--- config.mk ---
export PLATFORM = sky130hd
export DESIGN_NAME = heap_slot_range_allocator
export DESIGN_NICKNAME = d
export VERILOG_FILES = /design/src/rtl/hsra_pkg.sv /design/src/rtl/heap_slot_range_allocator.sv /design/src/rtl/hsra_ram.sv
export SDC_FILE = /design/constraint.sdc
export NUM_CORES = 2
export LEC_CHECK = 0
export ABC_CLOCK_PERIOD_IN_PS = 10260
export BUFFER_PORTS_ARGS = -buffer_cell sky130_fd_sc_hd__buf_2
export CORE_MARGIN = 2
export CORE_UTILIZATION = 50
export DETAILED_ROUTE_END_ITERATION = 7
export PLACE_DENSITY = 0.62
export SYNTH_ARGS = -nofsm -noshare
export SYNTH_HDL_FRONTEND = slang
export SYNTH_HIERARCHICAL = 1
export SYNTH_SLANG_ARGS = --single-unit
--- constraint.sdc ---
create_clock -name clk -period 10.26 [get_ports clk]
set_input_delay 1.026 -clock clk [delete_from_list [all_inputs] [get_ports clk]]
set_output_delay 1.026 -clock clk [all_outputs]
set_load 0.1 [all_outputs]
--- src/rtl/hsra_pkg.sv ---
package hsra_pkg;

  localparam int HEAP_W    = 3;
  localparam int OFF_W     = 10;
  localparam int VAL_W     = 11;
  localparam int CFG_W     = 11;
  localparam int MAX_HEAPS = 8;
  localparam int OPEN_W    = $clog2(MAX_HEAPS + 1);
  localparam int MAX_SLOTS = 1024;

  localparam logic [1:0] ST_OK         = 2'd0;
  localparam logic [1:0] ST_HEAPS_FULL = 2'd1;
  localparam logic [1:0] ST_TABLE_FULL = 2'd2;
  localparam logic [1:0] ST_BAD_HEAP   = 2'd3;

  localparam logic KIND_ALLOC = 1'b0;
  localparam logic KIND_FREE  = 1'b1;

  typedef struct packed {
    logic              kind;
    logic [HEAP_W-1:0] free_heap;
    logic [OFF_W-1:0]  free_offset;
  } in_item_t;

  typedef struct packed {
    logic [HEAP_W-1:0] heap_index;
    logic [OFF_W-1:0]  slot_offset;
    logic [1:0]        status;
  } out_item_t;

  typedef struct packed {
    logic [VAL_W-1:0] start;
    logic [VAL_W-1:0] stop;
  } range_t;

endpackage

--- src/rtl/heap_slot_range_allocator.sv ---
// Single-slot allocator over eight heaps, each with an ordered list of free
// slot ranges held in one synchronous RAM (start and end per entry). One item
// is worked at a time. An allocate from an open heap passes A_CHK, with an
// SH_RD and SH_WR pass per remaining range if the front range empties and
// the list moves up; opening a new heap goes straight to DONE. A free walks
// the list in F_RD and F_CHK passes per range until it merges or finds its
// place, and an insert moves the tail down in INS_LOOP and INS_WR passes per
// range. All this is bound by the single RAM read and write port. A new item
// is taken while the previous result still waits on the output register.
module heap_slot_range_allocator #(
  parameter int MAX_RANGES = 16
) (
  input  logic                          clk,
  input  logic                          rst,
  input  logic                          in_valid,
  output logic                          in_stall,
  input  hsra_pkg::in_item_t            in_item,
  output logic                          out_valid,
  input  logic                          out_stall,
  output hsra_pkg::out_item_t           out_item,
  input  logic                          cfg_valid,
  output logic                          cfg_ready,
  input  logic [hsra_pkg::CFG_W-1:0]    cfg_data
);

  localparam int IW    = (MAX_RANGES > 1) ? $clog2(MAX_RANGES) : 1;
  localparam int CW    = $clog2(MAX_RANGES + 1);
  localparam int DEPTH = hsra_pkg::MAX_HEAPS * (2 ** IW);
  localparam int AW    = hsra_pkg::HEAP_W + IW;
  localparam int RW    = 2 * hsra_pkg::VAL_W;

  typedef enum logic [3:0] {
    IDLE, A_CHK, SH_RD, SH_WR, F_RD, F_CHK, INS_LOOP, INS_WR, DONE
  } state_t;

  state_t                          state;
  logic [hsra_pkg::CFG_W-1:0]      slots_per_heap;
  logic [hsra_pkg::OPEN_W-1:0]     heaps_open;
  logic [CW-1:0]                   range_count [hsra_pkg::MAX_HEAPS];
  logic [hsra_pkg::HEAP_W-1:0]     op_heap;
  logic [hsra_pkg::OFF_W-1:0]      op_off;
  logic [CW-1:0]                   idx;
  logic [CW-1:0]                   pos;
  hsra_pkg::out_item_t             res;

  logic                            wr_en;
  logic [AW-1:0]                   wr_addr;
  hsra_pkg::range_t                wr_data;
  logic [AW-1:0]                   rd_addr;
  hsra_pkg::range_t                rd_data;

  logic                            first_found;
  logic [hsra_pkg::HEAP_W-1:0]     first_heap;
  logic [hsra_pkg::VAL_W-1:0]      open_size;
  logic [CW-1:0]                   n;
  logic [hsra_pkg::VAL_W-1:0]      s_ext;
  logic [hsra_pkg::VAL_W-1:0]      s_plus;
  logic [hsra_pkg::VAL_W-1:0]      next_start;
  logic [CW-1:0]                   idx_m1;
  logic                            accept;

  assign cfg_ready = 1'b1;
  assign in_stall  = (state != IDLE);
  assign accept    = in_valid && !in_stall;

  assign n          = range_count[op_heap];
  assign s_ext      = {1'b0, op_off};
  assign s_plus     = s_ext + hsra_pkg::VAL_W'(1);
  assign next_start = rd_data.start + hsra_pkg::VAL_W'(1);
  assign idx_m1     = idx - CW'(1);

  always_comb begin
    first_found = 1'b0;
    first_heap  = '0;
    for (int h = 0; h < hsra_pkg::MAX_HEAPS; h++) begin
      if (!first_found && (hsra_pkg::OPEN_W'(h) < heaps_open) && (range_count[h] != '0)) begin
        first_found = 1'b1;
        first_heap  = hsra_pkg::HEAP_W'(h);
      end
    end
  end

  // Heap size is clamped to at least one slot and at most the slot limit.
  always_comb begin
    if (slots_per_heap == '0) begin
      open_size = hsra_pkg::VAL_W'(1);
    end else if (slots_per_heap > hsra_pkg::CFG_W'(hsra_pkg::MAX_SLOTS)) begin
      open_size = hsra_pkg::VAL_W'(hsra_pkg::MAX_SLOTS);
    end else begin
      open_size = slots_per_heap;
    end
  end

  always_comb begin
    unique case (state)
      IDLE:     rd_addr = {first_heap, IW'(0)};
      INS_LOOP: rd_addr = {op_heap, idx_m1[IW-1:0]};
      default:  rd_addr = {op_heap, idx[IW-1:0]};
    endcase
  end

  always_comb begin
    wr_en   = 1'b0;
    wr_addr = {op_heap, idx[IW-1:0]};
    wr_data = rd_data;
    unique case (state)
      IDLE: begin
        wr_addr = {heaps_open[hsra_pkg::HEAP_W-1:0], IW'(0)};
        wr_data = '{start: hsra_pkg::VAL_W'(1), stop: open_size};
        wr_en   = accept && (in_item.kind == hsra_pkg::KIND_ALLOC) && !first_found &&
                  (heaps_open < hsra_pkg::OPEN_W'(hsra_pkg::MAX_HEAPS)) &&
                  (open_size > hsra_pkg::VAL_W'(1));
      end
      A_CHK: begin
        wr_addr = {op_heap, IW'(0)};
        wr_data = '{start: next_start, stop: rd_data.stop};
        wr_en   = (next_start < rd_data.stop);
      end
      SH_WR: begin
        wr_addr = {op_heap, idx_m1[IW-1:0]};
        wr_en   = 1'b1;
      end
      F_CHK: begin
        if (rd_data.start == s_plus) begin
          wr_data = '{start: s_ext, stop: rd_data.stop};
          wr_en   = 1'b1;
        end else if (rd_data.stop == s_ext) begin
          wr_data = '{start: rd_data.start, stop: s_plus};
          wr_en   = 1'b1;
        end
      end
      INS_LOOP: begin
        if (idx <= pos) begin
          wr_addr = {op_heap, pos[IW-1:0]};
          wr_data = '{start: s_ext, stop: s_plus};
          wr_en   = 1'b1;
        end
      end
      INS_WR: begin
        wr_en = 1'b1;
      end
      default: begin
        wr_en = 1'b0;
      end
    endcase
  end

  hsra_ram #(
    .WIDTH (RW),
    .DEPTH (DEPTH)
  ) u_ranges (
    .clk     (clk),
    .wr_en   (wr_en),
    .wr_addr (wr_addr),
    .wr_data (wr_data),
    .rd_addr (rd_addr),
    .rd_data (rd_data)
  );

  always_ff @(posedge clk) begin
    if (rst) begin
      state          <= IDLE;
      slots_per_heap <= hsra_pkg::CFG_W'(1024);
      heaps_open     <= '0;
      out_valid      <= 1'b0;
      for (int h = 0; h < hsra_pkg::MAX_HEAPS; h++) begin
        range_count[h] <= '0;
      end
    end else begin
      if (cfg_valid && cfg_ready) begin
        slots_per_heap <= cfg_data;
      end
      if (out_valid && !out_stall && (state != DONE)) begin
        out_valid <= 1'b0;
      end
      unique case (state)
        IDLE: begin
          if (accept) begin
            op_heap <= ((in_item.kind == hsra_pkg::KIND_ALLOC) && first_found) ?
                       first_heap : in_item.free_heap;
            op_off  <= in_item.free_offset;
            idx     <= '0;
            if (in_item.kind == hsra_pkg::KIND_ALLOC) begin
              if (first_found) begin
                res   <= '{heap_index: '0, slot_offset: '0, status: hsra_pkg::ST_OK};
                state <= A_CHK;
              end else if (heaps_open >= hsra_pkg::OPEN_W'(hsra_pkg::MAX_HEAPS)) begin
                res   <= '{heap_index: '0, slot_offset: '0,
                           status: hsra_pkg::ST_HEAPS_FULL};
                state <= DONE;
              end else begin
                res <= '{heap_index: heaps_open[hsra_pkg::HEAP_W-1:0], slot_offset: '0,
                         status: hsra_pkg::ST_OK};
                range_count[heaps_open[hsra_pkg::HEAP_W-1:0]] <=
                    (open_size > hsra_pkg::VAL_W'(1)) ? CW'(1) : CW'(0);
                heaps_open <= heaps_open + hsra_pkg::OPEN_W'(1);
                state      <= DONE;
              end
            end else if (hsra_pkg::OPEN_W'(in_item.free_heap) >= heaps_open) begin
              res   <= '{heap_index: '0, slot_offset: '0, status: hsra_pkg::ST_BAD_HEAP};
              state <= DONE;
            end else begin
              res   <= '{heap_index: '0, slot_offset: '0, status: hsra_pkg::ST_OK};
              state <= F_RD;
            end
          end
        end
        A_CHK: begin
          res <= '{heap_index: op_heap, slot_offset: rd_data.start[hsra_pkg::OFF_W-1:0],
                   status: hsra_pkg::ST_OK};
          if (next_start < rd_data.stop) begin
            state <= DONE;
          end else if (n > CW'(1)) begin
            idx   <= CW'(1);
            state <= SH_RD;
          end else begin
            range_count[op_heap] <= n - CW'(1);
            state                <= DONE;
          end
        end
        SH_RD: begin
          state <= SH_WR;
        end
        SH_WR: begin
          // The front range emptied, so every later range moves up one entry.
          if (idx + CW'(1) == n) begin
            range_count[op_heap] <= n - CW'(1);
            state                <= DONE;
          end else begin
            idx   <= idx + CW'(1);
            state <= SH_RD;
          end
        end
        F_RD: begin
          if (idx == n) begin
            if (n >= CW'(MAX_RANGES)) begin
              res.status <= hsra_pkg::ST_TABLE_FULL;
              state      <= DONE;
            end else begin
              pos   <= n;
              state <= INS_LOOP;
            end
          end else begin
            state <= F_CHK;
          end
        end
        F_CHK: begin
          if ((rd_data.start == s_plus) || (rd_data.stop == s_ext)) begin
            state <= DONE;
          end else if (rd_data.start > s_ext) begin
            if (n >= CW'(MAX_RANGES)) begin
              res.status <= hsra_pkg::ST_TABLE_FULL;
              state      <= DONE;
            end else begin
              pos   <= idx;
              idx   <= n;
              state <= INS_LOOP;
            end
          end else begin
            idx   <= idx + CW'(1);
            state <= F_RD;
          end
        end
        INS_LOOP: begin
          // Entries from the insert point on move down one, last entry first.
          if (idx > pos) begin
            state <= INS_WR;
          end else begin
            range_count[op_heap] <= n + CW'(1);
            state                <= DONE;
          end
        end
        INS_WR: begin
          idx   <= idx_m1;
          state <= INS_LOOP;
        end
        DONE: begin
          if (!out_valid || !out_stall) begin
            out_item  <= res;
            out_valid <= 1'b1;
            state     <= IDLE;
          end
        end
        default: begin
          state <= IDLE;
        end
      endcase
    end
  end

endmodule

--- src/rtl/hsra_ram.sv ---
module hsra_ram #(
  parameter int WIDTH = 22,
  parameter int DEPTH = 128
) (
  input  logic                     clk,
  input  logic                     wr_en,
  input  logic [$clog2(DEPTH)-1:0] wr_addr,
  input  logic [WIDTH-1:0]         wr_data,
  input  logic [$clog2(DEPTH)-1:0] rd_addr,
  output logic [WIDTH-1:0]         rd_data
);

  logic [WIDTH-1:0] mem [DEPTH];

  always_ff @(posedge clk) begin
    if (wr_en) begin
      mem[wr_addr] <= wr_data;
    end
    rd_data <= mem[rd_addr];
  end

endmodule

==> summary.txt <==
FILL cells: 16500
Hold Crit Class: in -> reg
Setup Buffers After CTS: 0
Ys flop type: edfxtp_1
Vias in the first global route: 55900
Worst EP required: 10.85 ns
Total CTS buffers: 317
Worst path max stage delay: 0.85 ns
Initial Util: 50.3%
Count of cell types in the netlist: 84
Setup crit start kind: register
Post-synth net total: 5112
Dpl ws: 3.71 ns
Slowest CP cell: o21ai_1
Yosys reg bits: 2954
Final worst slack: 3.58 ns
Synthesized area per cell: 22.9 um^2
Worst path bufs/invs: 2
Largest net degree at the start of global routing: 150
Final Setup Violations: 0
Number of DRC violations after detailed-routing iteration 0: 7939
Critical Path Fanout Max: 13
HPWL after DPL: 168000 um
Relative slew slack: 5.64%
Maxcap violations: 0
FFs w/ async S/R, synth: 0%
Worst Skew: 0.0726 ns
WL met1: 121000 um
Max Slew Vio Count: 0
Commonest non-fill, non-tap cell in the layout: edfxtp_1
PD cells: 240 nW/um^2
I/O pin cnt: 48
GPL Wtd Cong: 0.916
Drt wl/cell: 35.4 um
Total wire length: 305000 um
Area Growth Syn to Fin: 13.3%
1st-pass router iterations: 6
Worst-Margin Slew: 1.40 ns
WL met3: 30200 um
Syn Inst Count: 5045
Layout cells sized above 1: 32.5%
Clock Latency Late Sink: 0.97 ns
Crit path kind: reg -> reg
DRC: 0
Design area: 131000 um^2
Worst path cell trace: ha_1 -> nand3_1 -> nor4_1 -> xor2_1 -> a221o_1 -> or4_4 -> o21ai_1 -> or3b_1 -> a211o_1 -> nor2b_1 -> nand3_1 -> buf_4 -> nor2_2 -> buf_4
RSZ-0062 raised after global routing: false
EDFF count, synth: 2909
Ys Warns: 6
H-Tree Depth: 5
Port bufs: 46
Layout Nets: 5416
Final setup TNS: 0 ns
Peak VDD IR: 0.216 mV
Vias: 55900
Die Wd: 485 um
Die ar.: 235000 um^2
Initial antenna violation count: 19
Dpl cells: 8056
Critical Path AT: 7.26 ns
First-pass GRT wire length: 428000 um
Post-synth design cell area: 116000 um^2
Reg area: 88300 um^2
Fin crit share: 65.1%
Via density: 6.49
Clock-pin slew on the worst setup and hold paths: 0.06 ns
GRT Overall Usage: 26.0%
Detail Route Antenna Nets: 0
Minimum clock period: 6.68 ns
Top delay family on crit path: simple AND/OR/NAND/NOR gates
Hold WS: 0.270 ns
Area of the multi-input gates: 27100 um^2
Run status: finished clean
Die Height: 485 um
Pleak: 40.2 nW
CTS Hold Bufs: 0
Hold Fails Final Rpt: 0
DR WL met2: 145000 um
Fin cells: 8602
Clock sinks: 2954
Std cell rows: 176
CTS tree: done
Fmax achieved: 150 MHz
Clock buffer depth: 4
DP Area: 121000 um^2
CP endpoint kind: register
Root Driver: clkbuf_16
Total grt overflow: 0
Sequential fraction of the synthesis area: 76.2%
Post-cts gate resize count: 0
Core area: 230000 um^2
DR top layer: met5
Commonest non-fill, non-tap cells in the layout: 2909 x edfxtp_1, 924 x mux4_2, 327 x clkbuf_16
path summary, 6_finish.rpt:
path / start / to / slack, ns / cells past startpoint
max: op_off[0] / u_ranges/mem[46][0] / 3.58 / 14
min: in_item[0] / op_off[0] / 0.27 / 1
max reg2reg: op_off[0] / u_ranges/mem[46][0] / 3.58 / 14
min reg2reg: res[14] / out_item[14] / 0.41 / 0
power breakdown:
group / switching, mW / total (mW) / internal (mW)
registers: 0.146 / 14.6 / 14.4
logic: 3.80 / 5.79 / 1.99
clock network: 4.52 / 11.0 / 6.52
Yosys cell counts (5+ instances only):
| master | number | area share, % |
|---|---|---|
| xnor2_1 | 27 | 0.20 |
| a31oi_1 | 5 | 0.027 |
| nand2b_1 | 10 | 0.054 |
| mux2_2 | 26 | 0.25 |
| buf_4 | 7 | 0.045 |
| and2_1 | 15 | 0.081 |
| nand3_1 | 40 | 0.17 |
| mux4_2 | 924 | 18 |
| nand4_1 | 14 | 0.076 |
| edfxtp_1 | 2909 | 75 |
| o211ai_1 | 9 | 0.058 |
| or4_1 | 9 | 0.058 |
| a22oi_1 | 12 | 0.078 |
| clkbuf_1 | 161 | 0.52 |
| inv_1 | 47 | 0.15 |
| nor2b_1 | 16 | 0.086 |
| xor2_1 | 21 | 0.16 |
| nor4_1 | 17 | 0.092 |
| nor3_1 | 40 | 0.17 |
| buf_1 | 30 | 0.097 |
| dfxtp_1 | 45 | 0.78 |
| mux2i_1 | 33 | 0.29 |
| buf_2 | 68 | 0.29 |
| a211oi_1 | 7 | 0.045 |
| o21ai_0 | 43 | 0.19 |
| a21o_1 | 8 | 0.052 |
| o221ai_1 | 14 | 0.11 |
| nor2_1 | 201 | 0.65 |
| or3_1 | 8 | 0.043 |
| nand2_1 | 103 | 0.33 |
| ha_1 | 37 | 0.40 |
| a21boi_0 | 5 | 0.032 |
| o22ai_1 | 6 | 0.032 |
| a21oi_1 | 39 | 0.17 |
flip-flops by register name (all words and copies together), names as in the netlist, 4 cells and up, named ones only:
register          flops
u_ranges/mem       2816
out_item             15
slots_per_heap       11
op_off               10
state                 4
heaps_open            4
range_count          40
u_ranges/rd_data     22
pos                   5
res                  15
idx                   5
worst reg2reg max path: stages (launching register included):
cell	delay, ns
edfxtp_1	0.53
ha_1	0.34
nand3_1	0.14
nor4_1	0.39
xor2_1	0.13
a221o_1	0.30
or4_4	0.58
o21ai_1	0.85
or3b_1	0.24
a211o_1	0.41
nor2b_1	0.35
nand3_1	0.62
buf_4	0.46
nor2_2	0.58
buf_4	0.39
layer usage:
metal | up-vias | GRT usage (%)
li1 | 22200 | -
met1 | 30300 | 37.5
met2 | 2909 | 40.4
met3 | 450 | 5.67
met4 | 6 | 7.47
met5 | - | 0
cell type report:
cell class	instances	area share, %
tap	3026	2.89
timing repair buffer	254	1.48
clock buffer	380	6.39
antenna	3	0.00573
inverter	47	0.136
clock inverter	163	1.15
multi-input combinational	1775	20.6
sequential	2954	67.3
logic make-up after synthesis:
logic type      after synthesis  synth area share, %
fa+ha+maj                    37                0.400
mux                         987                 18.6
xor+xnor                     52                0.441
buf+inv                     316                 1.14
flops                      2954                 76.2
other cells                   1              0.00324
compound gates              195                 1.16
simple gates                503                 2.06
through the flow:
stage | power [mW] | util, %
global placement | 20.6 | 52.7
detailed placement | 20.6 | 52.7
floorplan | 18.4 | -
CTS | 31.6 | 57.0
global route | 32.3 | 57.0
finish | 31.4 | 57.0
(Power assumes the default switching activity.)
